===== config.mk =====
export PLATFORM = sky130hd
export DESIGN_NAME = path_length_and_rotation_accumulator
export DESIGN_NICKNAME = d
export VERILOG_FILES = /design/src/plra_pkg.sv /design/src/path_length_and_rotation_accumulator.sv /design/src/plra_step.sv
export SDC_FILE = /design/constraint.sdc
export NUM_CORES = 1
export LEC_CHECK = 0
export BUFFER_PORTS_ARGS = -buffer_cell sky130_fd_sc_hd__buf_2
export CORE_MARGIN = 3
export CORE_UTILIZATION = 60
export DETAILED_ROUTE_END_ITERATION = 7
export PLACE_DENSITY = 0.85
export SLEW_MARGIN = 20
export SYNTH_ARGS = -nofsm -noshare
export SYNTH_HDL_FRONTEND = slang
export SYNTH_SLANG_ARGS = --single-unit

===== constraint.sdc =====
create_clock -name clk -period 6.65 [get_ports clk]
set_clock_uncertainty 0.05 [all_clocks]
set_input_delay 1.995 -clock clk [delete_from_list [all_inputs] [get_ports clk]]
set_output_delay 1.995 -clock clk [all_outputs]
set_load 0.01 [all_outputs]

===== src/plra_pkg.sv =====
// ----------------------------------------------------------------------------
// plra_pkg
// shared widths and register indexes of the path length and rotation block
// ----------------------------------------------------------------------------
`default_nettype none

package plra_pkg;

  localparam int DIST_W    = 48;  // path total
  localparam int ROT_W     = 40;  // heading total
  localparam int YAW_W     = 16;  // heading sample
  localparam int CFG_W     = 16;  // register data
  localparam int CFG_IDX_W = 2;   // register index

  typedef enum logic [CFG_IDX_W-1:0] {
    CFG_MIN_STEP   = 2'd0,
    CFG_WRAP_LIMIT = 2'd1
  } cfg_idx_t;

  localparam logic [CFG_W-1:0] MIN_STEP_RST   = 16'd4;
  localparam logic [CFG_W-1:0] WRAP_LIMIT_RST = 16'd48898;

endpackage

`default_nettype wire


===== src/path_length_and_rotation_accumulator.sv =====
// ----------------------------------------------------------------------------
// path_length_and_rotation_accumulator
// odometry totals: path length and absolute heading change from pose samples
// ----------------------------------------------------------------------------
// steps: in idle a pose word is taken, then the bit-serial square and the
//   restoring root run, each one bit a cycle, and the totals update once the
//   output slot is free; the first sample after reset skips the root
// flow: a new pose word is taken only in idle, after the last total is placed
// reset: rst_n synchronous, active low; totals and previous pose cleared,
//   min_step = 4, wrap_limit = 48898
// ----------------------------------------------------------------------------
`default_nettype none

module path_length_and_rotation_accumulator #(
  parameter int POSITION_BITS = 28,
  parameter int FULL_TURN     = 51472
) (
  input  wire logic clk,
  input  wire logic rst_n,

  // pose words
  input  wire logic                   in_tvalid,
  output logic                        in_tready,
  // pos_x, pos_y, yaw_angle from the lowest bit up, zero padded to bytes
  input  wire logic [((2*POSITION_BITS+16+7)/8)*8-1:0] in_tdata,

  // total words
  output logic                        out_tvalid,
  input  wire logic                   out_tready,
  // total_distance [47:0], total_rotation [87:48]
  output logic [87:0]                 out_tdata,

  // register writes
  input  wire logic                   cfg_valid,
  output logic                        cfg_ready,
  input  wire logic [plra_pkg::CFG_IDX_W-1:0] cfg_index,
  input  wire logic [plra_pkg::CFG_W-1:0]     cfg_data
);

  localparam int P    = POSITION_BITS;
  localparam int R    = P + 1;
  localparam int YW   = plra_pkg::YAW_W;
  localparam int DW   = plra_pkg::DIST_W;
  localparam int RW   = plra_pkg::ROT_W;
  localparam int FT_W = $clog2(FULL_TURN + 1);
  localparam int TW   = (FT_W > YW) ? FT_W : YW;   // heading change width
  localparam logic [TW-1:0] FULL_C = TW'(FULL_TURN);

  typedef enum logic [1:0] {S_IDLE, S_BUSY, S_DONE} state_t;

  // control state
  state_t  state_r;
  logic    have_prev_r;
  logic    skip_r;
  logic    out_valid_r;

  // configuration
  logic [plra_pkg::CFG_W-1:0] min_step_r;
  logic [plra_pkg::CFG_W-1:0] wrap_limit_r;

  // previous pose and totals
  logic [P-1:0]  last_x_r, last_y_r;
  logic [YW-1:0] last_yaw_r;
  logic [TW-1:0] turn_r;
  logic [DW-1:0] dist_r;
  logic [RW-1:0] rot_r;

  // unpacked input fields
  logic [P-1:0]  pos_x, pos_y;
  logic [YW-1:0] yaw;

  // step length datapath
  logic [P:0]    ddx, ddy;
  logic [P-1:0]  mag_x, mag_y;
  logic          accept;
  logic          step_start;
  logic          step_done;
  logic [R-1:0]  step_len;

  // heading change and totals
  logic [YW-1:0] yaw_diff;
  logic [TW-1:0] turn_raw, turn_nxt;
  logic [DW:0]   dist_sum;
  logic [RW:0]   rot_sum;
  logic          step_ok;
  logic          out_free;

  assign pos_x = in_tdata[P-1:0];
  assign pos_y = in_tdata[2*P-1:P];
  assign yaw   = in_tdata[2*P+YW-1:2*P];

  assign in_tready  = (state_r == S_IDLE);
  assign accept     = in_tvalid && in_tready;
  assign step_start = accept && have_prev_r;
  assign cfg_ready  = 1'b1;
  assign out_free   = !out_valid_r || out_tready;

  // sign-extended differences, then magnitude (always fits P bits)
  always_comb begin
    ddx   = {pos_x[P-1], pos_x} - {last_x_r[P-1], last_x_r};
    ddy   = {pos_y[P-1], pos_y} - {last_y_r[P-1], last_y_r};
    mag_x = ddx[P] ? P'(~ddx + 1'b1) : ddx[P-1:0];
    mag_y = ddy[P] ? P'(~ddy + 1'b1) : ddy[P-1:0];
  end

  // heading change; near a full turn it is taken as wrap-around
  always_comb begin
    yaw_diff = (yaw >= last_yaw_r) ? (yaw - last_yaw_r) : (last_yaw_r - yaw);
    turn_raw = TW'(yaw_diff);
    if (yaw_diff >= wrap_limit_r) begin
      turn_nxt = (turn_raw >= FULL_C) ? (turn_raw - FULL_C) : (FULL_C - turn_raw);
    end else begin
      turn_nxt = turn_raw;
    end
  end

  // saturating totals, carry out means clamp to all ones
  always_comb begin
    step_ok  = (step_len > R'(min_step_r));
    dist_sum = {1'b0, dist_r} + (step_ok ? (DW + 1)'(step_len) : '0);
    rot_sum  = {1'b0, rot_r} + (RW + 1)'(turn_r);
  end

  plra_step #(
    .POSITION_BITS(P)
  ) u_step (
    .clk   (clk),
    .rst_n (rst_n),
    .start (step_start),
    .dx    (mag_x),
    .dy    (mag_y),
    .done  (step_done),
    .root  (step_len)
  );

  always_ff @(posedge clk) begin
    if (!rst_n) begin
      state_r      <= S_IDLE;
      have_prev_r  <= 1'b0;
      skip_r       <= 1'b0;
      out_valid_r  <= 1'b0;
      min_step_r   <= plra_pkg::MIN_STEP_RST;
      wrap_limit_r <= plra_pkg::WRAP_LIMIT_RST;
      last_x_r     <= '0;
      last_y_r     <= '0;
      last_yaw_r   <= '0;
      dist_r       <= '0;
      rot_r        <= '0;
    end else begin
      // register writes, indexes past the list are dropped
      if (cfg_valid) begin
        case (cfg_index)
          plra_pkg::CFG_MIN_STEP:   min_step_r   <= cfg_data;
          plra_pkg::CFG_WRAP_LIMIT: wrap_limit_r <= cfg_data;
          default: ;
        endcase
      end

      // word taken; in S_DONE the valid flag is set below instead
      if (out_valid_r && out_tready && state_r != S_DONE) begin
        out_valid_r <= 1'b0;
      end

      case (state_r)
        S_IDLE: begin
          if (accept) begin
            last_x_r    <= pos_x;
            last_y_r    <= pos_y;
            last_yaw_r  <= yaw;
            turn_r      <= turn_nxt;
            have_prev_r <= 1'b1;
            skip_r      <= !have_prev_r;
            // first sample skips the root and adds nothing
            state_r     <= have_prev_r ? S_BUSY : S_DONE;
          end
        end
        S_BUSY: begin
          if (step_done) begin
            state_r <= S_DONE;
          end
        end
        S_DONE: begin
          // totals double as the output word, so wait for a free slot
          if (out_free) begin
            if (!skip_r) begin
              dist_r <= dist_sum[DW] ? '1 : dist_sum[DW-1:0];
              rot_r  <= rot_sum[RW]  ? '1 : rot_sum[RW-1:0];
            end
            out_valid_r <= 1'b1;
            state_r     <= S_IDLE;
          end
        end
        default: state_r <= S_IDLE;
      endcase
    end
  end

  assign out_tvalid = out_valid_r;
  assign out_tdata  = {rot_r, dist_r};

endmodule

`default_nettype wire


===== src/plra_step.sv =====
// ----------------------------------------------------------------------------
// plra_step
// bit-serial step length: floor(sqrt(dx*dx + dy*dy)), squares by shift-add
// one multiplier bit a cycle, then a restoring root one result bit a cycle
// ----------------------------------------------------------------------------
`default_nettype none

module plra_step #(
  parameter int POSITION_BITS = 28
) (
  input  wire logic                     clk,
  input  wire logic                     rst_n,
  input  wire logic                     start,
  input  wire logic [POSITION_BITS-1:0] dx,
  input  wire logic [POSITION_BITS-1:0] dy,
  output logic                          done,
  output logic [POSITION_BITS:0]        root
);

  localparam int P  = POSITION_BITS;
  localparam int R  = P + 1;        // root bits
  localparam int NW = 2 * R;        // radicand bits, even
  localparam int CW = $clog2(R);

  typedef enum logic [1:0] {ST_IDLE, ST_SQ, ST_RT} state_t;

  state_t        state_r;
  logic [CW-1:0] cnt_r;
  logic [P-1:0]  dx_r, dy_r, mx_r, my_r;
  logic [NW-1:0] acc_r;
  logic [R+1:0]  rem_r;
  logic [R-1:0]  root_r;
  logic          done_r;

  logic [NW-1:0] sq_nxt;
  logic [R+1:0]  shifted;
  logic [R+1:0]  trial;
  logic          take;

  always_comb begin
    sq_nxt = {acc_r[NW-2:0], 1'b0}
           + (mx_r[P-1] ? NW'(dx_r) : '0)
           + (my_r[P-1] ? NW'(dy_r) : '0);
    shifted = {rem_r[R-1:0], acc_r[NW-1:NW-2]};
    trial   = {root_r, 2'b01};
    take    = (shifted >= trial);
  end

  always_ff @(posedge clk) begin
    if (!rst_n) begin
      state_r <= ST_IDLE;
      done_r  <= 1'b0;
      cnt_r   <= '0;
    end else begin
      // pulse after the last root bit
      done_r <= (state_r == ST_RT) && (cnt_r == CW'(R - 1));
      case (state_r)
        ST_IDLE: begin
          if (start) begin
            dx_r    <= dx;
            dy_r    <= dy;
            mx_r    <= dx;
            my_r    <= dy;
            acc_r   <= '0;
            rem_r   <= '0;
            root_r  <= '0;
            cnt_r   <= '0;
            state_r <= ST_SQ;
          end
        end
        ST_SQ: begin
          acc_r <= sq_nxt;
          mx_r  <= {mx_r[P-2:0], 1'b0};
          my_r  <= {my_r[P-2:0], 1'b0};
          if (cnt_r == CW'(P - 1)) begin
            cnt_r   <= '0;
            state_r <= ST_RT;
          end else begin
            cnt_r <= cnt_r + 1'b1;
          end
        end
        ST_RT: begin
          acc_r  <= {acc_r[NW-3:0], 2'b00};
          rem_r  <= take ? (shifted - trial) : shifted;
          root_r <= {root_r[R-2:0], take};
          if (cnt_r == CW'(R - 1)) begin
            state_r <= ST_IDLE;
          end else begin
            cnt_r <= cnt_r + 1'b1;
          end
        end
        default: state_r <= ST_IDLE;
      endcase
    end
  end

  assign done = done_r;
  assign root = root_r;

endmodule

`default_nettype wire


# Word level (Yosys, flattened, before mapping)
# Cells that the tools add are included.
# W data, S select, Z words.
[word_totals]
in_bits = 95
reg_bits = 449
[classes]
mux = 37
bitwise_logic = 3
n_reduce_logical = 26
order_cmp = 5
add_sub_neg = 14
n_eq_ne = 15
[op_table]
columns = ["op", "count"]
rows = [
  ["$pmux W58 S3", 1],
  ["$mux W28", 6],
  ["$add A58 B58 Y58", 2],
  ["$mux W29", 4],
  ["$pmux W29 S2", 2],
  ["$pmux W28 S2", 2],
  ["$mux W58", 1],
  ["$sub A28 B28 Y29", 2],
  ["$add A28 B1 Y28 const B", 2],
  ["$not A28 Y28", 2],
  ["$add A48 B29 Y49", 1],
  ["$mux W16", 3],
  ["$mux W48", 1],
  ["$add A40 B16 Y41", 1],
  ["$mux W40", 1],
  ["$ge A16 B16 Y1", 2],
  ["$sub A16 B16 Y16", 2],
  ["$ge A31 B31 Y1", 1],
  ["$gt A29 B16 Y1", 1],
  ["$sub A29 B29 Y29", 1],
  ["$reduce_and A3 Y1", 9],
  ["$ge A16 B16 Y1 const B", 1],
  ["$sub A16 B16 Y16 const A", 1],
  ["$sub A16 B16 Y16 const B", 1],
  ["other kinds (19)", 50],
]

# Logic depth before layout (Yosys ltp)
# Gate-level depths: netlist of the first run.
[logic_depth]
depth_word = 6
mapped_depth = 29
depth_no_buf = 26

# Modules after synthesis
# From an unflattened synthesis of the first run, not the netlist that was laid out.
[unflattened]
cells_unflattened = 3537
area_unflattened_um2 = 31072.3
[modules_own_cells]
columns = ["mod", "area_each_um2", "cells_each", "instances"]
rows = [
  ["path_length_and_rotation_accumulator", 17396.7, 2331, 1],
  ["plra_step", 13675.6, 1206, 1],
]

# Worst setup path after synthesis of the first run
# No wires, ideal clock.
[synth_path]
kind = "input to register"
start = "in in_tdata[56]"
end = "reg turn_r[11] (data pin)"
n_path_buf = 1
t_required_ps = 6341
setup_ps = 259
slack_ps = 366
cell_stages = 23
arrival_ps = 5974
cell_sequence = "inv_1 ha_1 inv_1 fa_1 nand3_1 nand3_1 a31o_2 nor3_4 a21oi_1 xnor2_1 inv_1 ha_1 a21o_1 a211oi_1 o21ai_0 a21oi_1 o21ai_0 a21oi_1 o21a_1 buf_1 nor3_1 a21oi_1 xnor2_1"
[synth_between]
elab_chain_cells = 5
elab_cells_between_ends = 10
cone_classes = "4 x add/sub; 3 x order compare; 3 x mux"
[synth_lines]
columns = ["item", "line", "rtl"]
rows = [
  ["start, declared", "path_length_and_rotation_accumulator.sv:25", "input wire logic [((2*POSITION_BITS+16+7)/8)*8-1:0] in_tdata,"],
  ["$sub A16 B16 Y16 or $ge A16 B16 Y1 (tied branches)", "path_length_and_rotation_accumulator.sv:108", "yaw_diff = (yaw >= last_yaw_r) ? (yaw - last_yaw_r) : (last_yaw_r - yaw);"],
  ["$mux W16 (*)", "path_length_and_rotation_accumulator.sv:108", ""],
  ["$sub A16 B16 Y16 or $ge A16 B16 Y1 (tied branches)", "path_length_and_rotation_accumulator.sv:111", "turn_nxt = (turn_raw >= FULL_C) ? (turn_raw - FULL_C) : (FULL_C - turn_raw);"],
  ["$mux W16", "path_length_and_rotation_accumulator.sv:111", ""],
  ["$mux W16 (*)", "path_length_and_rotation_accumulator.sv:110", "if (yaw_diff >= wrap_limit_r) begin"],
  ["net turn_nxt[11]", "path_length_and_rotation_accumulator.sv:82", "logic [TW-1:0] turn_raw, turn_nxt;"],
  ["end signal, assigned", "path_length_and_rotation_accumulator.sv:170", "turn_r <= turn_nxt;"],
  ["end, declared", "path_length_and_rotation_accumulator.sv:64", "logic [TW-1:0] turn_r;"],
]
# Mark *: on every way through the listed nets, which the timed path passes. The rest lies on a longest branch.
# A chain may end at the register's enable or synchronous reset.

# Final worst setup path of the first run
[layout_path]
start = "reg u_step.root_r[1] (netlist: u_step.root[1])"
end = "reg dist_r[19]"
[layout_between]
elab_chain_cells = 4
[layout_lines]
columns = ["item", "line", "rtl"]
rows = [
  ["start, declared", "plra_step.sv:32", "logic [R-1:0] root_r;"],
  ["start signal, assigned", "plra_step.sv:85", "root_r <= {root_r[R-2:0], take};"],
  ["$gt A29 B16 Y1", "path_length_and_rotation_accumulator.sv:119", "step_ok = (step_len > R'(min_step_r));"],
  ["$mux W29 (*)", "path_length_and_rotation_accumulator.sv:120", "dist_sum = {1'b0, dist_r} + (step_ok ? (DW + 1)'(step_len) : '0);"],
  ["$add A48 B29 Y49 (*)", "path_length_and_rotation_accumulator.sv:120", ""],
  ["$mux W48 (*)", "path_length_and_rotation_accumulator.sv:186", "dist_r <= dist_sum[DW] ? '1 : dist_sum[DW-1:0];"],
  ["end signal, assigned", "path_length_and_rotation_accumulator.sv:186", ""],
  ["end, declared", "path_length_and_rotation_accumulator.sv:65", "logic [DW-1:0] dist_r;"],
]
# Mark *: on every way between the ends. The rest lies on a longest branch, timed or not.

==> flow_summary_export.csv, run 1 <==
group,metric,value,unit
layout,nets,4097,
yosys,netlist_top_cells_area,"sky130_fd_sc_hd__edfxtp_1 23%, sky130_fd_sc_hd__dfxtp_1 13%, sky130_fd_sc_hd__ha_1 9.4%",
critical_path,reg2reg_from,"u_step.root[1]",
timing,timing.final.hold_violations,0,
critical_path,rr_endpoint,"dist_r[19]",
yosys,ys.warnings.count,0,
worst_hold_path,hold_path.startpoint,"last_y_r[4]",
timing,setup_viol,0,
clock_tree,cts_repair_resize_count,0,
placement,place_hpwl,55.2,mm
global_routing,grt.total_usage,26.4,%
pwr,maximum_ir_drop_on_the_vdd_rail,245,uV
timing,fin_worst_hold_slack,0.403,ns
yosys,postSynthRegisterBits,449,
yosys,synth-seq-area-share,36.3,%
yosys,yosysTopAreaCell,"sky130_fd_sc_hd__edfxtp_1",
yosys,async_flop_share,0,%
pwr,sw_frac_of_total,37.5,%
drt,route.detailed.drc,0,
die,ios,186,
timing,grt_setup_unrepaired,"false",
die,die_w,235,um
global_routing,wire_length_of_the_first_global_routing_pass,123,mm
clock_tree,cts.clk_slew.worst_paths,0.06,ns
critical_path,cpLargestDelayFamily,"compound AO/OA/AOI/OAI gates",
critical_path,critical_path_type,"flop to flop",
timing,max_freq,163,MHz
run,max_cap_viol_count,0,
global_routing,vias_in_the_first_global_route,24872,
clock_tree,cts_buffer_depth,3,
pwr,clkPwrFrac,24.7,%
timing,fin_crit,6.13,ns
critical_path,crit_path_max_incr_delay,0.53,ns
yosys,synth_nets,3965,
critical_path,worst-path-buf-inv,2,
pwr,leakage,14.6,nW
layout,final_util,67.2,%
placement,port-buffer-count,184,
drt,routed_wl,75.2,mm
pwr,share_seq_of_total_power,33.1,%
drt,wire_per_inst,16.9,um
pwr,combinationalPowerShare,42.2,%
clock_tree,ctsHtreeMaxLevel,2,
yosys,synth_flop_cell,"sky130_fd_sc_hd__edfxtp_1",
die,coreArea,51600,sq um
critical_path,worstPathRequired,7.05,ns
layout,multi_input_area,18300,sq um
die,core.rowCount,83,
timing,tightestPinTransition,1.09,ns
clock_tree,hold_buffers,0,
pwr,cell_internal_pwr,0.00721,W
critical_path,r2r.worst_path.cells,25,
global_routing,grt_max_degree,83,
global_routing,grt_overflow,0,
yosys,synthMostInstantiatedCell,"sky130_fd_sc_hd__nand2_1",
clock_tree,tritoncts,"built",
yosys,yosys.cell_types.count,115,
worst_hold_path,hold_end,"last_y_r[4]",
clock_tree,insertion_delay,0.61,ns
pwr,power.net_switching,0.00433,W
layout,register_cell_area_after_layout,11400,sq um
yosys,synth-edff-count,244,
pwr,power_density_relative_to_cell_area,333,nW/um^2
timing,final.setup.tns,0,ns
yosys,syn_avg_cell_area,8.74,sq um
drt,route.vias.total,26400,
yosys,synthDominantCellAreaShare,23.3,%
worst_hold_path,hold_path_class,"flop to flop",
drt,detailedRoute.firstIterationViolations,1891,
layout,area_growth_syn_to_fin,10.3,%
critical_path,timing.critical_path.slowest_stage_cell,"sky130_fd_sc_hd__nor2_1",
global_routing,grt_antenna_before_repair,1,
layout,drive_above_1_share,11.6,%
drt,detail-route-antenna-nets,0,
critical_path,critPathMostFrequentCell,"sky130_fd_sc_hd__o21a_1",
pwr,power,0.0115,W
worst_hold_path,hold-path-cell-count,2,
yosys,post_synth_instance_area,31500,sq um
die,die-area,55200,sq um
drt,detail_route.vias_per_cell,5.93,
critical_path,r2r_setup_slack,0.52,ns
die,dieHeight,235,um
yosys,netlist_instances,3600,
layout,filler_cell_count,4099,
run_status,status,"finished, final reports clean",
clock_tree,cts.sink_count,449,
timing,finalMaxSlewViolations,0,
placement,globalplace.congestion,0.932,
clock_tree,cts.root.buffer_cell,"sky130_fd_sc_hd__clkbuf_16",
die,effective_utilization_at_floorplan,61.0,%
critical_path,path_max_fanout,15,
yosys,top_cells_by_count_synth,"438 x sky130_fd_sc_hd__nand2_1, 337 x sky130_fd_sc_hd__a21oi_1, 322 x sky130_fd_sc_hd__inv_1",
timing,final_min_period_over_clock_period,92.2,%
critical_path,endpoint_kind,"flop",
drt,initial_drt_pass_iterations,5,
timing,timing.slew.headroom,27.0,%
clock_tree,cts_inserted_buffers,50,
critical_path,timing.critical_path.from_type,"flop",
clock_tree,cts_setup_buffers,0,
critical_path,critical_path_arrival,6.53,ns
-- power by group through the flow --
stage          Clock (W)  Combinational [W]  Sequential [W]
2_1_floorplan          0            0.00381         0.00377
3_3_place_gp           0            0.00463         0.00385
3_5_place_dp           0            0.00477         0.00387
4_1_cts          0.00290            0.00483         0.00382
5_1_grt          0.00299            0.00544         0.00387
6_report         0.00285            0.00487         0.00382
-- worst min-delay path, cell delays in order, from the launching register on --
cell                      delay [ns]
sky130_fd_sc_hd__dfxtp_1        0.30
sky130_fd_sc_hd__nand2_1        0.05
sky130_fd_sc_hd__a21oi_1        0.05
-- stage by stage --
step | instance area [sq um] | instances | setup slack (ns)
floorplan | 31500 | 3600 | 0.366
global placement | 33000 | 4359 | 0.388
detailed placement | 33000 | 4359 | 0.261
CTS | 34700 | 4452 | 0.567
global route | 34700 | 4454 | 0.0734
finish | 34700 | 4454 | 0.518
-- sequential cells by signal (all words and copies together) (netlist names), 28 cells and up --
name / count
u_step.mx_r: 28
u_step.my_r: 28
rot_r: 40
dist_r: 48
last_x_r: 28
u_step.rem_r: 29
u_step.dx_r: 28
u_step.root: 29
u_step.acc_r: 58
u_step.dy_r: 28
last_y_r: 28
-- area by class of cell --
type	instances	share of cell area [%]
multi-input cells	2681	52.7
flip-flops and latches	449	32.9
clock buffers	64	4.02
repair buffers	225	3.54
inverters	325	3.52
well taps	680	2.45
clock inverters	29	0.855
diodes	1	0.00721
-- cell usage in the layout (no fill, tap or decap), types with 15 or more instances in the layout --
cell and instances:
sky130_fd_sc_hd__nand3_1 66, sky130_fd_sc_hd__o31ai_1 16, sky130_fd_sc_hd__buf_2 184, sky130_fd_sc_hd__o21a_1 51
sky130_fd_sc_hd__nand2_1 437, sky130_fd_sc_hd__and2_1 23, sky130_fd_sc_hd__nor4_1 15, sky130_fd_sc_hd__nand4_1 40
sky130_fd_sc_hd__nand2b_1 27, sky130_fd_sc_hd__nor2_1 252, sky130_fd_sc_hd__or3_1 17, sky130_fd_sc_hd__xnor2_1 141
sky130_fd_sc_hd__and3_1 45, sky130_fd_sc_hd__a21oi_1 337, sky130_fd_sc_hd__o211ai_1 37, sky130_fd_sc_hd__xor2_1 101
sky130_fd_sc_hd__a22oi_1 20, sky130_fd_sc_hd__edfxtp_1 244, sky130_fd_sc_hd__mux2_2 58, sky130_fd_sc_hd__fa_1 34
sky130_fd_sc_hd__a211oi_1 22, sky130_fd_sc_hd__a21o_1 85, sky130_fd_sc_hd__inv_1 321, sky130_fd_sc_hd__nor2b_1 41
sky130_fd_sc_hd__buf_4 40, sky130_fd_sc_hd__o21bai_1 21, sky130_fd_sc_hd__clkbuf_16 51, sky130_fd_sc_hd__ha_1 236
sky130_fd_sc_hd__mux2i_1 38, sky130_fd_sc_hd__o21ai_0 160, sky130_fd_sc_hd__dfxtp_1 205, sky130_fd_sc_hd__a31oi_1 52
sky130_fd_sc_hd__nor3_1 66
-- worst max-delay path by stage --
stage	startpoint	cells past startpoint	slack (ns)	to
6_report	u_step.root[1]	25	0.52	dist_r[19]
3_5_place_dp	in_tdata[56]	21	0.26	turn_r[3]
4_1_cts	u_step.root[1]	25	0.57	dist_r[19]
2_1_floorplan	in_tdata[56]	23	0.37	turn_r[11]
3_3_place_gp	in_tdata[56]	19	0.39	turn_r[13]
5_1_grt	u_step.root[1]	25	0.07	dist_r[19]
-- cells by family after synthesis --
group | synth area share (%)
buffers and inverters | 5.76
AOI/OAI and AO/OA | 19.7
other | 0.0119
and+or+nand+nor | 16.4
xor gates and xnor gates | 6.84
adders and majority gates | 11.5
DFF | 36.3
muxes | 3.43
-- metal layers --
layer | global-route usage [%] | vias to the layer above | part of all wire, %
met5 | 0 | - | 0
met3 | 3.12 | 183 | 5.0
met4 | 12.1 | 0 | 4.5
met2 | 43.6 | 779 | 47
li1 | - | 13050 | -
met1 | 35.0 | 12388 | 44
Power figures use the tool's default switching activity.
==> inputs of run 2 (changes only) <==
--- a/config.mk
+++ b/config.mk
@@ -9,6 +9,8 @@
 export CORE_MARGIN = 3
 export CORE_UTILIZATION = 60
 export DETAILED_ROUTE_END_ITERATION = 7
+export GPL_ROUTABILITY_DRIVEN = 0
+export MAX_ROUTING_LAYER = met4
 export PLACE_DENSITY = 0.85
 export SLEW_MARGIN = 20
 export SYNTH_ARGS = -nofsm -noshare
==> run 2 against run 1 <==
Compared with the run above: final cell count about the same; critical path depth stayed put; worst setup slack better by 0.12 ns; utilization up 0.080 points; combinational power is 1% higher; hold slack hardly changed; first-iteration DRC count up 27%; count of clock-buffer cells in the layout is 12 lower; critical endpoint is now dist_r[22]; sequential share of layout area hardly changed; sequential cell count unchanged.
==> flow_summary_export.csv, run 2 (synthesis gave the netlist of run 1 again) <==
group,metric,value,unit
critical_path,worstPathRequired,7.04,ns
clock_tree,cts_setup_buffers,0,
timing,setup_viol,0,
die,die_w,235,um
clock_tree,cts.root.buffer_cell,"sky130_fd_sc_hd__clkbuf_16",
drt,route.detailed.drc,0,
clock_tree,cts_inserted_buffers,48,
die,effective_utilization_at_floorplan,61.0,%
timing,tightestPinTransition,1.04,ns
clock_tree,cts_buffer_depth,3,
layout,largest_register,"u_step.acc_r",
global_routing,grt_antenna_before_repair,1,
critical_path,endpoint_kind,"flop",
critical_path,worst-path-buf-inv,2,
layout,mostFrequentLayoutCell,"sky130_fd_sc_hd__nand2_1",
die,coreArea,51600,sq um
critical_path,critical_path_type,"flop to flop",
layout,multi_input_area,18300,sq um
placement,place_hpwl,55.5,mm
timing,max_freq,166,MHz
layout,reg.largest.list,"u_step.acc_r: 58 flops, dist_r: 48 flops, rot_r: 40 flops",
timing,setup_ws,0.641,ns
timing,fin_crit,6.01,ns
timing,timing.final.hold_violations,0,
drt,route.vias.total,26846,
pwr,leakage,14.6,nW
run_status,status,"finished, final reports clean",
clock_tree,cts.sink_count,449,
critical_path,r2r_setup_slack,0.64,ns
critical_path,path_max_fanout,15,
pwr,maximum_ir_drop_on_the_vdd_rail,246,uV
global_routing,grt_overflow,0,
critical_path,cpLargestDelayFamily,"compound AO/OA/AOI/OAI gates",
drt,wire_per_inst,17.1,um
run,max_cap_viol_count,0,
placement,port-buffer-count,184,
die,die-area,55200,sq um
clock_tree,insertion_delay,0.60,ns
global_routing,grt.total_usage,27.5,%
worst_hold_path,hold_path_class,"flop to flop",
clock_tree,hold_buffers,0,
timing,fin_worst_hold_slack,0.404,ns
layout,drive_above_1_share,11.5,%
layout,final_util,67.3,%
drt,initial_drt_pass_iterations,6,
die,ios,186,
drt,detail_route.vias_per_cell,6.03,
clock_tree,ctsHtreeMaxLevel,2,
pwr,power_density_relative_to_cell_area,336,nW/um^2
timing,final.setup.tns,0,ns
critical_path,timing.critical_path.slowest_stage_cell,"sky130_fd_sc_hd__nor2_1",
layout,filler_cell_count,3955,
placement,pre_cts_slack,0.300,ns
timing,grt_setup_unrepaired,"false",
layout,nets,4094,
critical_path,critPathMostFrequentCell,"sky130_fd_sc_hd__o21a_1",
layout,register_cell_area_after_layout,11400,sq um
drt,routed_wl,76.1,mm
critical_path,crit_path_max_incr_delay,0.55,ns
clock_tree,tritoncts,"built",
global_routing,grt_max_degree,75,
critical_path,critical_path_arrival,6.40,ns
timing,finalMaxSlewViolations,0,
drt,detailedRoute.firstIterationViolations,2406,
critical_path,timing.critical_path.from_type,"flop",
timing,final_min_period_over_clock_period,90.4,%
die,dieHeight,235,um
layout,mostFrequentLayoutCells,"437 x sky130_fd_sc_hd__nand2_1, 337 x sky130_fd_sc_hd__a21oi_1, 321 x sky130_fd_sc_hd__inv_1, 252 x sky130_fd_sc_hd__nor2_1, 244 x sky130_fd_sc_hd__edfxtp_1",
layout,largest_reg_flops,58,
layout,area_growth_syn_to_fin,10.4,%
timing,timing.slew.headroom,28.7,%
global_routing,vias_in_the_first_global_route,25378,
clock_tree,cts_repair_resize_count,0,
global_routing,wire_length_of_the_first_global_routing_pass,125,mm
drt,detail-route-antenna-nets,0,
clock_tree,cts.clk_slew.worst_paths,0.06,ns
die,core.rowCount,83,
==> run 2: changes by cell type in the layout (fill, tap and decap cells not counted), sizes merged <==
cell / previous run / this run
inv: 331 / 326
clkbuf: 65 / 52
clkinv: 14 / 19
clkinvlp: 5 / 8
bufinv: 4 / 10
diode: 1 / 3
==> run 2: cell type report <==
class	instances	area share, %
clock inverters	38	1.39
flip-flops and latches	449	32.9
well taps	680	2.45
multi-input cells	2681	52.6
clock buffers	52	3.59
diodes	3	0.0216
inverters	325	3.52
repair buffers	224	3.51
==> run 2: per-stage QoR <==
| step | cells | area (sq um) | power (W) |
|---|---|---|---|
| after global placement | 4359 | 33000 | 0.00846 |
| after global routing | 4450 | 34700 | 0.0124 |
| after CTS | 4449 | 34700 | 0.0117 |
| final | 4452 | 34700 | 0.0117 |
| after detailed placement | 4359 | 33000 | 0.00864 |
| after floorplan | 3600 | 31500 | 0.00758 |
==> run 2: routing by layer <==
| layer | wire length (um) | GRT usage (%) | up-vias |
|---|---|---|---|
| met5 | 0 | - | - |
| met4 | 3390 | 11.8 | 0 |
| met3 | 4370 | 2.89 | 209 |
| met2 | 35900 | 44.7 | 965 |
| met1 | 32400 | 35.0 | 12621 |
| li1 | - | - | 13051 |
==> run 2: worst register-to-register path, cell delays in order, from the launching register on <==
cell and delay [ns]:
sky130_fd_sc_hd__edfxtp_1 0.45, sky130_fd_sc_hd__ha_1 0.32, sky130_fd_sc_hd__nor2b_1 0.13, sky130_fd_sc_hd__o21a_1 0.16
sky130_fd_sc_hd__o21a_1 0.16, sky130_fd_sc_hd__o21a_1 0.16, sky130_fd_sc_hd__o21a_1 0.17, sky130_fd_sc_hd__o21a_1 0.17
sky130_fd_sc_hd__o21a_1 0.17, sky130_fd_sc_hd__o21a_1 0.16, sky130_fd_sc_hd__o211ai_1 0.15, sky130_fd_sc_hd__and3_1 0.20
sky130_fd_sc_hd__buf_4 0.19, sky130_fd_sc_hd__nor2_1 0.11, sky130_fd_sc_hd__fa_1 0.44, sky130_fd_sc_hd__a21o_1 0.19
sky130_fd_sc_hd__a21oi_1 0.22, sky130_fd_sc_hd__o21bai_1 0.11, sky130_fd_sc_hd__a2111oi_0 0.44, sky130_fd_sc_hd__buf_4 0.20
sky130_fd_sc_hd__nor4_1 0.08, sky130_fd_sc_hd__o2111ai_1 0.28, sky130_fd_sc_hd__nand3b_1 0.17, sky130_fd_sc_hd__and4_1 0.31
sky130_fd_sc_hd__nor2_1 0.55, sky130_fd_sc_hd__a21oi_1 0.14
==> run 2: final timing paths <==
check,from,endpoint,cells after the start
hold reg to reg,last_x_r[13],last_x_r[13],2
setup / recovery,u_step.root[1],dist_r[22],25
setup reg to reg,u_step.root[1],dist_r[22],25
hold / removal,last_x_r[13],last_x_r[13],2
==> run 2: where the power goes <==
part,internal [W],switching [W],total [W]
Clock,0.00176,0.00119,0.00295
Combinational,0.00202,0.00291,0.00493
Sequential,0.00354,0.000270,0.00381
